`config.mk`:
```
export PLATFORM = sky130hd
export DESIGN_NAME = ansi_text_console_cursor
export DESIGN_NICKNAME = d
export VERILOG_FILES = /design/src/rtl/atcc_pkg.sv /design/src/rtl/ansi_text_console_cursor.sv /design/src/rtl/atcc_front.sv /design/src/rtl/atcc_queue.sv /design/src/rtl/atcc_back.sv
export SDC_FILE = /design/constraint.sdc
export NUM_CORES = 1
export LEC_CHECK = 0
export CAP_MARGIN = 20
export CORE_MARGIN = 2
export CORE_UTILIZATION = 50
export DETAILED_ROUTE_END_ITERATION = 12
export DONT_BUFFER_PORTS = 1
export PLACE_DENSITY = 0.74
export SLEW_MARGIN = 20
export SYNTH_ARGS = -nofsm -noshare
export SYNTH_HDL_FRONTEND = slang
export SYNTH_HIERARCHICAL = 1
export SYNTH_SLANG_ARGS = --single-unit
```
`constraint.sdc`:
```
create_clock -name clk -period 9.1 [get_ports clk]
set_input_delay 1.82 -clock clk [delete_from_list [all_inputs] [get_ports clk]]
set_output_delay 1.82 -clock clk [all_outputs]
set_load 0.1 [all_outputs]
```
`src/rtl/atcc_pkg.sv`:
```
`timescale 1ns / 1ps
// ============================================================================
// atcc_pkg
// Shared types, codes and tables for the ANSI text console cursor block.
// ============================================================================
package atcc_pkg;

    // Default geometry of the character grid
    localparam int DEF_COLUMNS = 128;
    localparam int DEF_ROWS    = 64;

    // Command queue between parser and cursor engine
    localparam int QUEUE_DEPTH = 4;
    localparam int QPTR_W      = $clog2(QUEUE_DEPTH);

    // Packed result data width: col 7 + row 6 + glyph 7 + fore 32 + back 32, byte padded
    localparam int OUT_FIELDS_W = 84;
    localparam int OUT_DATA_W   = 88;

    // Color defaults
    localparam logic [31:0] FORE_RESET = 32'hFFCC_CCCC;
    localparam logic [31:0] BACK_RESET = 32'h0000_0000;

    // Byte codes
    localparam logic [7:0] BYTE_NUL   = 8'h00;
    localparam logic [7:0] BYTE_BS    = 8'h08;
    localparam logic [7:0] BYTE_TAB   = 8'h09;
    localparam logic [7:0] BYTE_NL    = 8'h0A;
    localparam logic [7:0] BYTE_ESC   = 8'h1B;
    localparam logic [7:0] BYTE_ZERO  = 8'h30;
    localparam logic [7:0] BYTE_NINE  = 8'h39;
    localparam logic [7:0] BYTE_CSI   = 8'h5B;  // '['
    localparam logic [7:0] BYTE_SGR   = 8'h6D;  // 'm'
    localparam logic [7:0] BYTE_ED    = 8'h4A;  // 'J'
    localparam logic [7:0] BYTE_HIGH  = 8'h80;
    localparam logic [6:0] GLYPH_SPACE = 7'h20;
    localparam logic [6:0] GLYPH_ESC   = 7'h1B;

    // Escape parameter values
    localparam logic [7:0] SGR_RESET   = 8'd0;
    localparam logic [7:0] SGR_FG_LO   = 8'd30;
    localparam logic [7:0] SGR_FG_HI   = 8'd37;
    localparam logic [7:0] SGR_BG_LO   = 8'd40;
    localparam logic [7:0] SGR_BG_HI   = 8'd47;
    localparam logic [7:0] SGR_FGB_LO  = 8'd90;
    localparam logic [7:0] SGR_FGB_HI  = 8'd97;
    localparam logic [7:0] SGR_BGB_LO  = 8'd100;
    localparam logic [7:0] SGR_BGB_HI  = 8'd107;
    localparam logic [7:0] ED_ALL      = 8'd2;
    localparam logic [7:0] PARAM_MAX   = 8'd255;

    // Configuration register indexes
    localparam logic [7:0] REG_TEXT_COLOR = 8'd0;
    localparam logic [7:0] REG_BACK_COLOR = 8'd1;

    // Result kinds
    localparam logic [1:0] KIND_CELL   = 2'd0;
    localparam logic [1:0] KIND_SCROLL = 2'd1;
    localparam logic [1:0] KIND_CLEAR  = 2'd2;

    // Escape parser state
    typedef enum logic [1:0] {
        PH_TEXT,
        PH_ESC,
        PH_CSI
    } phase_t;

    // Cursor engine operations
    typedef enum logic [2:0] {
        OP_NONE,
        OP_CHAR,
        OP_NL,
        OP_BS,
        OP_TAB,
        OP_CLEAR
    } op_t;

    // Cursor engine step within one command
    typedef enum logic [1:0] {
        ST_HEAD,
        ST_PRE_SCROLL,
        ST_MAIN,
        ST_MAIN_SCROLL
    } stage_t;

    // One queued command: optional lone-ESC cell, then the operation
    typedef struct packed {
        logic        esc_pre;
        op_t         op;
        logic [6:0]  glyph;
        logic [31:0] fore;
        logic [31:0] back;
    } cmd_t;

    // One result item
    typedef struct packed {
        logic [1:0]  kind;
        logic [6:0]  cell_col;
        logic [5:0]  cell_row;
        logic [6:0]  glyph_code;
        logic [31:0] fore_color;
        logic [31:0] back_color;
        logic        last_of_run;
    } res_t;

    // 16-entry color palette
    function automatic logic [31:0] palette(input logic [3:0] idx);
        logic [31:0] c;
        begin
            unique case (idx)
                4'd0:    c = 32'h0000_0000;
                4'd1:    c = 32'h00AA_0000;
                4'd2:    c = 32'h0000_AA00;
                4'd3:    c = 32'h00AA_5500;
                4'd4:    c = 32'h0000_00AA;
                4'd5:    c = 32'h00AA_00AA;
                4'd6:    c = 32'h0000_AAAA;
                4'd7:    c = 32'h00AA_AAAA;
                4'd8:    c = 32'h0055_5555;
                4'd9:    c = 32'h00FF_5555;
                4'd10:   c = 32'h0055_FF55;
                4'd11:   c = 32'h00FF_FF55;
                4'd12:   c = 32'h0055_55FF;
                4'd13:   c = 32'h00FF_55FF;
                4'd14:   c = 32'h0055_FFFF;
                default: c = 32'hFFFF_FFFF;
            endcase
            return c;
        end
    endfunction

endpackage

```
`src/rtl/ansi_text_console_cursor.sv`:
```
`timescale 1ns / 1ps
// ============================================================================
// ansi_text_console_cursor
// Text stream to grid commands: cursor, colors and ANSI escape parsing.
// ============================================================================
// Bytes enter at one per cycle while the command queue is not full. A parser
// decodes ESC [ n m color changes and ESC [ 2 J clears and turns other
// non-zero text bytes into commands; a four-entry command queue feeds the
// cursor engine, which emits one cell-write, scroll or clear result per cycle
// through a registered output when not stalled. Bytes that give no result
// (escape bytes, color changes, zero bytes) never reach the engine; a
// newline that does not scroll takes an engine step with no result. A tab
// gives up to five results: up to four spaces and a scroll. A lone ESC adds
// a result for its own cell and a scroll when that cell wraps at the bottom
// row; the byte after it then takes an engine step of its own, even a zero
// byte or a newline that gives no result. The engine's one-result-per-cycle
// output, when not stalled, sets the sustained rate; the queue absorbs short
// bursts before the input stalls. The configuration port is always ready;
// the user must write it only while idle; the block does not enforce this.
module ansi_text_console_cursor
    import atcc_pkg::*;
#(
    parameter int COLUMNS = DEF_COLUMNS,
    parameter int ROWS    = DEF_ROWS
)
(
    input  logic                  clk,
    input  logic                  rst_n,
    // byte input
    input  logic                  s_axis_tvalid,
    output logic                  s_axis_tready,
    input  logic [7:0]            s_axis_tdata,   // [7:0] in_byte
    // result output
    output logic                  m_axis_tvalid,
    input  logic                  m_axis_tready,
    output logic [OUT_DATA_W-1:0] m_axis_tdata,   // [6:0] cell_col, [12:7] cell_row,
                                                  // [19:13] glyph_code, [51:20] fore_color,
                                                  // [83:52] back_color, [87:84] zero
    output logic [1:0]            m_axis_tuser,   // [1:0] kind
    output logic                  m_axis_tlast,   // last_of_run
    // configuration writes
    input  logic                  cfg_valid,
    output logic                  cfg_ready,
    input  logic [7:0]            cfg_index,
    input  logic [31:0]           cfg_data
);

    logic push, pop, q_full, q_not_empty;
    cmd_t push_cmd, head;
    res_t res;

    assign cfg_ready = 1'b1;

    // Parser
    atcc_front u_front (
        .clk      (clk),
        .rst_n    (rst_n),
        .in_valid (s_axis_tvalid),
        .in_ready (s_axis_tready),
        .in_byte  (s_axis_tdata),
        .cfg_valid(cfg_valid),
        .cfg_index(cfg_index),
        .cfg_data (cfg_data),
        .q_full   (q_full),
        .push     (push),
        .push_cmd (push_cmd)
    );

    // Command queue
    atcc_queue u_queue (
        .clk      (clk),
        .rst_n    (rst_n),
        .push     (push),
        .push_cmd (push_cmd),
        .pop      (pop),
        .full     (q_full),
        .not_empty(q_not_empty),
        .head     (head)
    );

    // Cursor engine
    atcc_back #(
        .COLUMNS(COLUMNS),
        .ROWS   (ROWS)
    ) u_back (
        .clk       (clk),
        .rst_n     (rst_n),
        .head_valid(q_not_empty),
        .head      (head),
        .pop       (pop),
        .out_valid (m_axis_tvalid),
        .out_ready (m_axis_tready),
        .out_res   (res)
    );

    // Pack result fields, lowest first
    assign m_axis_tdata = {{(OUT_DATA_W - OUT_FIELDS_W){1'b0}},
                           res.back_color, res.fore_color, res.glyph_code,
                           res.cell_row, res.cell_col};
    assign m_axis_tuser = res.kind;
    assign m_axis_tlast = res.last_of_run;

endmodule

```
`src/rtl/atcc_front.sv`:
```
`timescale 1ns / 1ps
// ============================================================================
// atcc_front
// Byte parser: escape sequences, color state and classification of bytes
// into cursor commands.
// ============================================================================
module atcc_front
    import atcc_pkg::*;
(
    input  logic        clk,
    input  logic        rst_n,
    // incoming bytes
    input  logic        in_valid,
    output logic        in_ready,
    input  logic [7:0]  in_byte,
    // configuration writes
    input  logic        cfg_valid,
    input  logic [7:0]  cfg_index,
    input  logic [31:0] cfg_data,
    // command queue
    input  logic        q_full,
    output logic        push,
    output cmd_t        push_cmd
);

    phase_t      phase_reg, phase_next;
    logic [7:0]  num_reg,   num_next;
    logic [31:0] fore_reg,  fore_next;
    logic [31:0] back_reg,  back_next;

    logic        accept;
    logic        is_digit;
    logic [11:0] num_wide;
    logic [11:0] num_acc;
    op_t         byte_op;
    logic [6:0]  byte_glyph;

    // Operation for a plain text byte
    function automatic op_t classify(input logic [7:0] c);
        op_t o;
        begin
            if (c == BYTE_NUL)
                o = OP_NONE;
            else if (c == BYTE_NL)
                o = OP_NL;
            else if (c == BYTE_BS)
                o = OP_BS;
            else if (c == BYTE_TAB)
                o = OP_TAB;
            else
                o = OP_CHAR;
            return o;
        end
    endfunction

    assign in_ready   = !q_full;
    assign accept     = in_valid && in_ready;
    assign is_digit   = (in_byte >= BYTE_ZERO) && (in_byte <= BYTE_NINE);
    assign byte_op    = classify(in_byte);
    assign byte_glyph = (in_byte >= BYTE_HIGH) ? GLYPH_SPACE : in_byte[6:0];

    // Decimal accumulate: n*10 + digit
    assign num_wide = 12'(num_reg);
    assign num_acc  = (num_wide << 3) + (num_wide << 1) + 12'(in_byte - BYTE_ZERO);

    // State registers
    always_ff @(posedge clk or negedge rst_n)
    begin
        if (!rst_n)
        begin
            phase_reg <= PH_TEXT;
            num_reg   <= '0;
            fore_reg  <= FORE_RESET;
            back_reg  <= BACK_RESET;
        end
        else
        begin
            phase_reg <= phase_next;
            num_reg   <= num_next;
            fore_reg  <= fore_next;
            back_reg  <= back_next;
        end
    end

    // Parser next state and command
    always_comb
    begin
        phase_next       = phase_reg;
        num_next         = num_reg;
        fore_next        = fore_reg;
        back_next        = back_reg;
        push             = 1'b0;
        push_cmd.esc_pre = 1'b0;
        push_cmd.op      = byte_op;
        push_cmd.glyph   = byte_glyph;
        push_cmd.fore    = fore_reg;
        push_cmd.back    = back_reg;

        // register writes
        if (cfg_valid)
        begin
            if (cfg_index == REG_TEXT_COLOR)
                fore_next = cfg_data;
            else if (cfg_index == REG_BACK_COLOR)
                back_next = cfg_data;
        end

        if (accept)
        begin
            unique case (phase_reg)
                PH_CSI:
                begin
                    if (is_digit)
                    begin
                        num_next = (num_acc > 12'(PARAM_MAX)) ? PARAM_MAX : num_acc[7:0];
                    end
                    else
                    begin
                        // final byte
                        if (in_byte == BYTE_SGR)
                        begin
                            if (num_reg == SGR_RESET)
                            begin
                                fore_next = FORE_RESET;
                                back_next = BACK_RESET;
                            end
                            else if (num_reg >= SGR_FG_LO && num_reg <= SGR_FG_HI)
                                fore_next = palette(4'(num_reg - SGR_FG_LO));
                            else if (num_reg >= SGR_FGB_LO && num_reg <= SGR_FGB_HI)
                                fore_next = palette(4'(num_reg - SGR_FGB_LO) | 4'd8);
                            else if (num_reg >= SGR_BG_LO && num_reg <= SGR_BG_HI)
                                back_next = palette(4'(num_reg - SGR_BG_LO));
                            else if (num_reg >= SGR_BGB_LO && num_reg <= SGR_BGB_HI)
                                back_next = palette(4'(num_reg - SGR_BGB_LO) | 4'd8);
                        end
                        else if (in_byte == BYTE_ED && num_reg == ED_ALL)
                        begin
                            push        = 1'b1;
                            push_cmd.op = OP_CLEAR;
                        end
                        phase_next = PH_TEXT;
                        num_next   = '0;
                    end
                end
                PH_ESC:
                begin
                    if (in_byte == BYTE_CSI)
                    begin
                        phase_next = PH_CSI;
                        num_next   = '0;
                    end
                    else if (in_byte == BYTE_ESC)
                    begin
                        // earlier ESC drawn, new one starts a sequence
                        push           = 1'b1;
                        push_cmd.op    = OP_CHAR;
                        push_cmd.glyph = GLYPH_ESC;
                        phase_next     = PH_ESC;
                    end
                    else
                    begin
                        // lone ESC cell, then this byte as text
                        push             = 1'b1;
                        push_cmd.esc_pre = 1'b1;
                        phase_next       = PH_TEXT;
                    end
                end
                PH_TEXT:
                begin
                    if (in_byte == BYTE_ESC)
                        phase_next = PH_ESC;
                    else
                        push = (byte_op != OP_NONE);
                end
                default:
                begin
                    phase_next = PH_TEXT;
                end
            endcase
        end
    end

endmodule

```
`src/rtl/atcc_queue.sv`:
```
`timescale 1ns / 1ps
// ============================================================================
// atcc_queue
// Short command FIFO between the parser and the cursor engine.
// ============================================================================
module atcc_queue
    import atcc_pkg::*;
(
    input  logic clk,
    input  logic rst_n,
    input  logic push,
    input  cmd_t push_cmd,
    input  logic pop,
    output logic full,
    output logic not_empty,
    output cmd_t head
);

    cmd_t              mem [QUEUE_DEPTH];
    logic [QPTR_W-1:0] wr_reg, wr_next;
    logic [QPTR_W-1:0] rd_reg, rd_next;
    logic [QPTR_W:0]   cnt_reg, cnt_next;

    assign full      = (cnt_reg == (QPTR_W+1)'(QUEUE_DEPTH));
    assign not_empty = (cnt_reg != '0);
    assign head      = mem[rd_reg];

    // Pointer and fill count update
    always_comb
    begin
        wr_next  = push ? wr_reg + 1'b1 : wr_reg;
        rd_next  = pop  ? rd_reg + 1'b1 : rd_reg;
        cnt_next = cnt_reg + (QPTR_W+1)'(push) - (QPTR_W+1)'(pop);
    end

    always_ff @(posedge clk or negedge rst_n)
    begin
        if (!rst_n)
        begin
            wr_reg  <= '0;
            rd_reg  <= '0;
            cnt_reg <= '0;
        end
        else
        begin
            wr_reg  <= wr_next;
            rd_reg  <= rd_next;
            cnt_reg <= cnt_next;
        end
    end

    // Storage
    always_ff @(posedge clk)
    begin
        if (push)
            mem[wr_reg] <= push_cmd;
    end

endmodule

```
`src/rtl/atcc_back.sv`:
```
`timescale 1ns / 1ps
// ============================================================================
// atcc_back
// Cursor engine: runs queued commands, moves the cursor, wraps and scrolls,
// and drives one result per cycle, when not stalled, into an output register.
// ============================================================================
module atcc_back
    import atcc_pkg::*;
#(
    parameter int COLUMNS = DEF_COLUMNS,
    parameter int ROWS    = DEF_ROWS
)
(
    input  logic clk,
    input  logic rst_n,
    // command queue head
    input  logic head_valid,
    input  cmd_t head,
    output logic pop,
    // result output
    output logic out_valid,
    input  logic out_ready,
    output res_t out_res
);

    localparam int COL_W  = $clog2(COLUMNS);
    localparam int ROW_W  = $clog2(ROWS);
    localparam int COL_XW = COL_W + 7;
    localparam int ROW_XW = ROW_W + 6;

    logic [COL_W-1:0] col_reg, col_next;
    logic [ROW_W-1:0] row_reg, row_next;
    stage_t           stage_reg, stage_next;
    logic [1:0]       tab_reg, tab_next;
    logic             out_valid_reg;
    res_t             out_res_reg;

    logic             emit, done, fire, slot_free;
    logic [1:0]       out_kind_next;
    logic [COL_W-1:0] out_col_next;
    logic [ROW_W-1:0] out_row_next;
    logic [6:0]       out_glyph_next;
    logic             out_last_next;
    logic [COL_XW-1:0] col_ext;
    logic [ROW_XW-1:0] row_ext;

    logic [COL_W:0]   col_inc;
    logic             wrap;
    logic             at_bottom;
    logic             pre_step, main_step;
    logic             put_end;

    // Does the main operation give a result from the given row
    function automatic logic produces(input op_t o, input logic [ROW_W-1:0] r);
        begin
            return (o != OP_NONE) && !((o == OP_NL) && (r != ROW_W'(ROWS - 1)));
        end
    endfunction

    assign col_inc   = {1'b0, col_reg} + 1'b1;
    assign wrap      = (col_inc == (COL_W+1)'(COLUMNS));
    assign at_bottom = (row_reg == ROW_W'(ROWS - 1));
    assign pre_step  = (stage_reg == ST_HEAD) && head.esc_pre;
    assign main_step = ((stage_reg == ST_HEAD) && !head.esc_pre) || (stage_reg == ST_MAIN);
    assign put_end   = (head.op == OP_CHAR) || (tab_reg == 2'd3) || wrap;

    assign slot_free = !out_valid_reg || out_ready;
    assign fire      = head_valid && (!emit || slot_free);
    assign pop       = fire && done;

    // Command step: one result at most per cycle
    always_comb
    begin
        col_next       = col_reg;
        row_next       = row_reg;
        stage_next     = stage_reg;
        tab_next       = tab_reg;
        emit           = 1'b0;
        done           = 1'b0;
        out_kind_next  = KIND_CELL;
        out_col_next   = col_reg;
        out_row_next   = row_reg;
        out_glyph_next = GLYPH_SPACE;
        out_last_next  = 1'b0;

        if (pre_step)
        begin
            // lone ESC drawn as a cell
            emit           = 1'b1;
            out_glyph_next = GLYPH_ESC;
            stage_next     = ST_MAIN;
            if (wrap)
            begin
                col_next = '0;
                if (at_bottom)
                    stage_next = ST_PRE_SCROLL;
                else
                    row_next = row_reg + 1'b1;
            end
            else
            begin
                col_next = col_inc[COL_W-1:0];
            end
            out_last_next = (stage_next == ST_MAIN) && !produces(head.op, row_next);
        end
        else if (stage_reg == ST_PRE_SCROLL)
        begin
            emit          = 1'b1;
            out_kind_next = KIND_SCROLL;
            out_col_next  = '0;
            out_row_next  = '0;
            out_glyph_next = '0;
            stage_next    = ST_MAIN;
            out_last_next = !produces(head.op, row_reg);
        end
        else if (stage_reg == ST_MAIN_SCROLL)
        begin
            emit           = 1'b1;
            out_kind_next  = KIND_SCROLL;
            out_col_next   = '0;
            out_row_next   = '0;
            out_glyph_next = '0;
            out_last_next  = 1'b1;
            done           = 1'b1;
        end
        else if (main_step)
        begin
            unique case (head.op)
                OP_NL:
                begin
                    col_next = '0;
                    done     = 1'b1;
                    if (at_bottom)
                    begin
                        emit           = 1'b1;
                        out_kind_next  = KIND_SCROLL;
                        out_col_next   = '0;
                        out_row_next   = '0;
                        out_glyph_next = '0;
                        out_last_next  = 1'b1;
                    end
                    else
                    begin
                        row_next = row_reg + 1'b1;
                    end
                end
                OP_BS:
                begin
                    // step left, or to the end of the row above
                    if (col_reg != '0)
                        col_next = col_reg - 1'b1;
                    else if (row_reg != '0)
                    begin
                        row_next = row_reg - 1'b1;
                        col_next = COL_W'(COLUMNS - 1);
                    end
                    emit          = 1'b1;
                    out_col_next  = col_next;
                    out_row_next  = row_next;
                    out_last_next = 1'b1;
                    done          = 1'b1;
                end
                OP_CLEAR:
                begin
                    emit           = 1'b1;
                    out_kind_next  = KIND_CLEAR;
                    out_col_next   = '0;
                    out_row_next   = '0;
                    out_glyph_next = '0;
                    out_last_next  = 1'b1;
                    col_next       = '0;
                    row_next       = ROW_W'(1);
                    done           = 1'b1;
                end
                OP_CHAR, OP_TAB:
                begin
                    emit           = 1'b1;
                    out_glyph_next = (head.op == OP_TAB) ? GLYPH_SPACE : head.glyph;
                    if (!put_end)
                    begin
                        // more tab spaces follow
                        col_next = col_inc[COL_W-1:0];
                        tab_next = tab_reg + 1'b1;
                    end
                    else if (wrap)
                    begin
                        col_next = '0;
                        if (at_bottom)
                            stage_next = ST_MAIN_SCROLL;
                        else
                        begin
                            row_next      = row_reg + 1'b1;
                            out_last_next = 1'b1;
                            done          = 1'b1;
                        end
                    end
                    else
                    begin
                        col_next      = col_inc[COL_W-1:0];
                        out_last_next = 1'b1;
                        done          = 1'b1;
                    end
                end
                default:
                begin
                    // nothing to draw
                    done = 1'b1;
                end
            endcase
        end

        if (done)
        begin
            stage_next = ST_HEAD;
            tab_next   = '0;
        end
    end

    // Cursor and sequencing registers
    always_ff @(posedge clk or negedge rst_n)
    begin
        if (!rst_n)
        begin
            col_reg       <= '0;
            row_reg       <= ROW_W'(1);
            stage_reg     <= ST_HEAD;
            tab_reg       <= '0;
            out_valid_reg <= 1'b0;
        end
        else
        begin
            if (fire)
            begin
                col_reg   <= col_next;
                row_reg   <= row_next;
                stage_reg <= stage_next;
                tab_reg   <= tab_next;
            end
            if (slot_free)
                out_valid_reg <= fire && emit;
        end
    end

    assign col_ext = COL_XW'(out_col_next);
    assign row_ext = ROW_XW'(out_row_next);

    // Output payload
    always_ff @(posedge clk)
    begin
        if (fire && emit)
        begin
            out_res_reg.kind        <= out_kind_next;
            out_res_reg.cell_col    <= col_ext[6:0];
            out_res_reg.cell_row    <= row_ext[5:0];
            out_res_reg.glyph_code  <= out_glyph_next;
            out_res_reg.fore_color  <= head.fore;
            out_res_reg.back_color  <= head.back;
            out_res_reg.last_of_run <= out_last_next;
        end
    end

    assign out_valid = out_valid_reg;
    assign out_res   = out_res_reg;

endmodule
```
==> key figures <==
Run status
  – Status: complete, no violations

Synth
  – Mux cell area share after synthesis: 0.106
  – Largest family of logic cells by synthesized area: multiplexers
  – Synth Instances: 1360
  – Post-Synth Simple-Gate Area: 0.0761
  – Adder-Cell Fraction of Synth Area: 0.0297
  – Syn_area_per_cell: 15.4 sq um
  – Sequential share of the synthesized area: 0.675
  – Post-synth EDFFs: 387
  – XOR/XNOR Fraction of Synth Area: 0.00670
  – Cell taking the most area after synthesis: edfxtp_1
  – Syn. warnings: 6
  – Yosys reg bits: 486
  – Synth Flop Type: edfxtp_1
  – Top post-synthesis cells by area: edfxtp_1 (56%), dfrtp_1 (9.3%), mux4_2 (8.1%)
  – Compound-Gate Fraction of Synth Area: 0.0795
  – Async S/R FF share, synth: 0.204
  – Synth top area share: 0.555
  – Post-synthesis cell type count: 86
  – Synthesized area: 20900 sq um

Layout
  – Final core occ: 0.560
  – Nets: 1451
  – Non-Filler Instances: 1925
  – Most frequent cells in the layout: edfxtp_1 (387), nand2_1 (118), o21ai_0 (81)
  – Syn-to-layout area delta: 9.91%
  – Most common cell after layout, fill and taps aside: edfxtp_1
  – Share of cells above drive strength 1: 0.162
  – Fillers: 3179
  – Diodes inserted: 0
  – Largest register FFs: 300

Pwr
  – Part of the power in the clock network: 0.226
  – Leakage power: 8.12 nW
  – Seq pwr share: 0.554
  – Total power: 9.10 mW
  – Logic pwr share: 0.220
  – P per Cell Area: 396 nW/um^2
  – Maximum vdd ir drop: 0.000280 V
  – P_int: 5.17 mW
  – Switch share: 0.432
  – Switching pwr: 3.93 mW

GRT
  – GRT Overall Usage: 0.210
  – Vias in the first global route: 11600
  – First-pass GRT wire length: 70100 um
  – Pin count of the biggest net entering global routing: 100
  – Initial antenna violation count: 0
  – Gr ovfl total: 0

Critical path
  – Internal reg-to-reg setup slack: 4.02 ns
  – CP delay by family, top: buffers and inverters
  – CP endpoint kind: flip-flop
  – Worst endpoint required time: 9.28 ns
  – Kind of critical path: flip-flop to flip-flop
  – Worst r2r src: u_queue/rd_reg[0]
  – CP dominant cell by count: buf_4
  – CP cell instances: buf_4 -> mux4_2 -> nand4_1 -> a32oi_2 -> a31oi_4 -> buf_4
  – Worst stage delay on the critical path: 0.86 ns
  – Worst Path Arrival: 5.26 ns
  – FF-to-FF End: u_back/out_res[48]
  – CP Max Fanout: 66
  – CP Buf/Inv Count: 2
  – R2R cell count: 6
  – Critical Path Start Type: flip-flop
  – Crit-path slowest cell: dfrtp_4

Timing
  – Unrepaired setup endpoints after global routing: no
  – Final hold vios: 0
  – Max Clk Rate: 197 MHz
  – Setup Viol. Count Final: 0
  – Hold slack: 0.512 ns
  – Fin crit period: 5.08 ns
  – Actual slew at the worst max-slew pin: 1.08 ns
  – Setup_tns: 0 ns
  – Slew headroom: 0.283
  – Tcrit/Tclk final: 0.558
  – Pins Over Slew Limit: 0
  – Layout Skew: 0.0441 ns

Floorplanning
  – Die width: 209 um
  – Die Area: 43500 sq um
  – Core Box Area: 41100 sq um
  – Initial Util: 0.509
  – Die Ht: 209 um
  – Rows: 74
  – # IOs: 147

Worst hold path
  – Worst Hold Class: flip-flop to flip-flop
  – Hold Path Stages: 0
  – Hold Crit Start: u_front/fore_reg[0]
  – Min-Delay Endpoint: u_queue/mem[2][32]

Placed design
  – Final GP Congestion: 0.882
  – Post-DP HPWL: 29600 um
  – # placed instances: 1837
  – Port-buffer cells: 0

Clocking
  – Root Buffer: clkbuf_16
  – TritonCTS clock tree: done
  – Clock-pin slew of the registers on the worst-case setup and hold paths: 0.07 ns
  – Clk sinks: 486
  – Post-CTS sizing: 0
  – Hold-fix buffers, CTS: 0
  – Inserted Clock Buffers: 47
  – Post-CTS setup buffers: 0
  – Worst skew pair latency: 0.60 ns
  – Deepest clock path buffer count: 3
  – H-tree depth: 2

Drt
  – DRT Wirelength: 45700 um
  – Via count: 11900
  – Number of remaining DRC errors: 0
  – Vias per inst: 6.17
  – Wire per inst: 23.8 um
  – TritonRoute pass-1 iters: 5
  – Antenna viol nets, final: 0
  – Drt initial violations: 1102

Run
  – Max-cap viol count: 0
[per-layer routing]
layer	track usage	share of wire	vias up
met5	0	0	-
met4	0.0667	0.029	0
met3	0.0392	0.067	75
met2	0.326	0.47	428
met1	0.305	0.43	6092
li1	-	-	5274
[cell usage after synthesis (27+ instances only)]
master,count
inv_1,36
nor2_1,57
dfrtp_1,78
clkbuf_1,29
a21oi_1,55
mux4_2,75
o21ai_0,81
mux2i_1,43
ha_1,36
edfxtp_1,387
nand2_1,118
a31oi_1,27
[final cells by class]
class	instances	area, sq um	share of cell area
sequential	486	14100	0.614
inverter	37	139	0.00604
clock buffer	62	1300	0.0567
multi-input combinational	771	6290	0.274
tap	532	666	0.0289
timing repair buffer	11	82.6	0.00359
clock inverter	26	388	0.0169
[power by group through the flow]
stage	registers, mW	logic, mW	clock network, mW
6_report	5.04	2.01	2.06
3_5_place_dp	5.09	2.00	0
4_1_cts	5.05	2.01	2.09
5_1_grt	5.10	2.19	2.18
3_3_place_gp	5.06	1.97	0
2_1_floorplan	4.95	1.61	0
[worst max path at each step]
stage,startpoint,to,slack (ns),cells after the start
global route,u_queue/rd_reg[0],u_back/out_res[48],3.57,7
detailed placement,s_axis_tdata[4],u_queue/mem[1][2],3.73,8
CTS,u_queue/rd_reg[0],u_back/out_res[7],3.90,6
floorplan,m_axis_tready,u_back/out_res[0],2.05,3
global placement,s_axis_tdata[4],u_queue/mem[3][5],3.88,8
finish,u_queue/rd_reg[0],u_back/out_res[48],4.02,6
[stage by stage]
stage          setup WS, ns  area [sq um]
3_3_place_gp           3.88         21300
4_1_cts                3.90         23000
6_report               4.02         23000
3_5_place_dp           3.73         21300
5_1_grt                3.57         23000
2_1_floorplan          2.05         20900
[kinds of logic after synthesis]
logic type                 Yosys count
and+or+nand+nor                    317
other                                2
AOI/OAI and AO/OA                  263
buffers and inverters              106
muxes                              125
DFF                                486
xor gates and xnor gates            16
adders and majority gates           45
[worst register-to-register path, delay by kind of cell (launching register included)]
kind / cells / cell delay [ns]
buf+inv: 2 / 1.70
mux: 1 / 0.81
simple gates: 1 / 0.32
flops: 1 / 0.86
compound gates: 2 / 0.94
No activity file was read; power rests on OpenSTA's default activity.
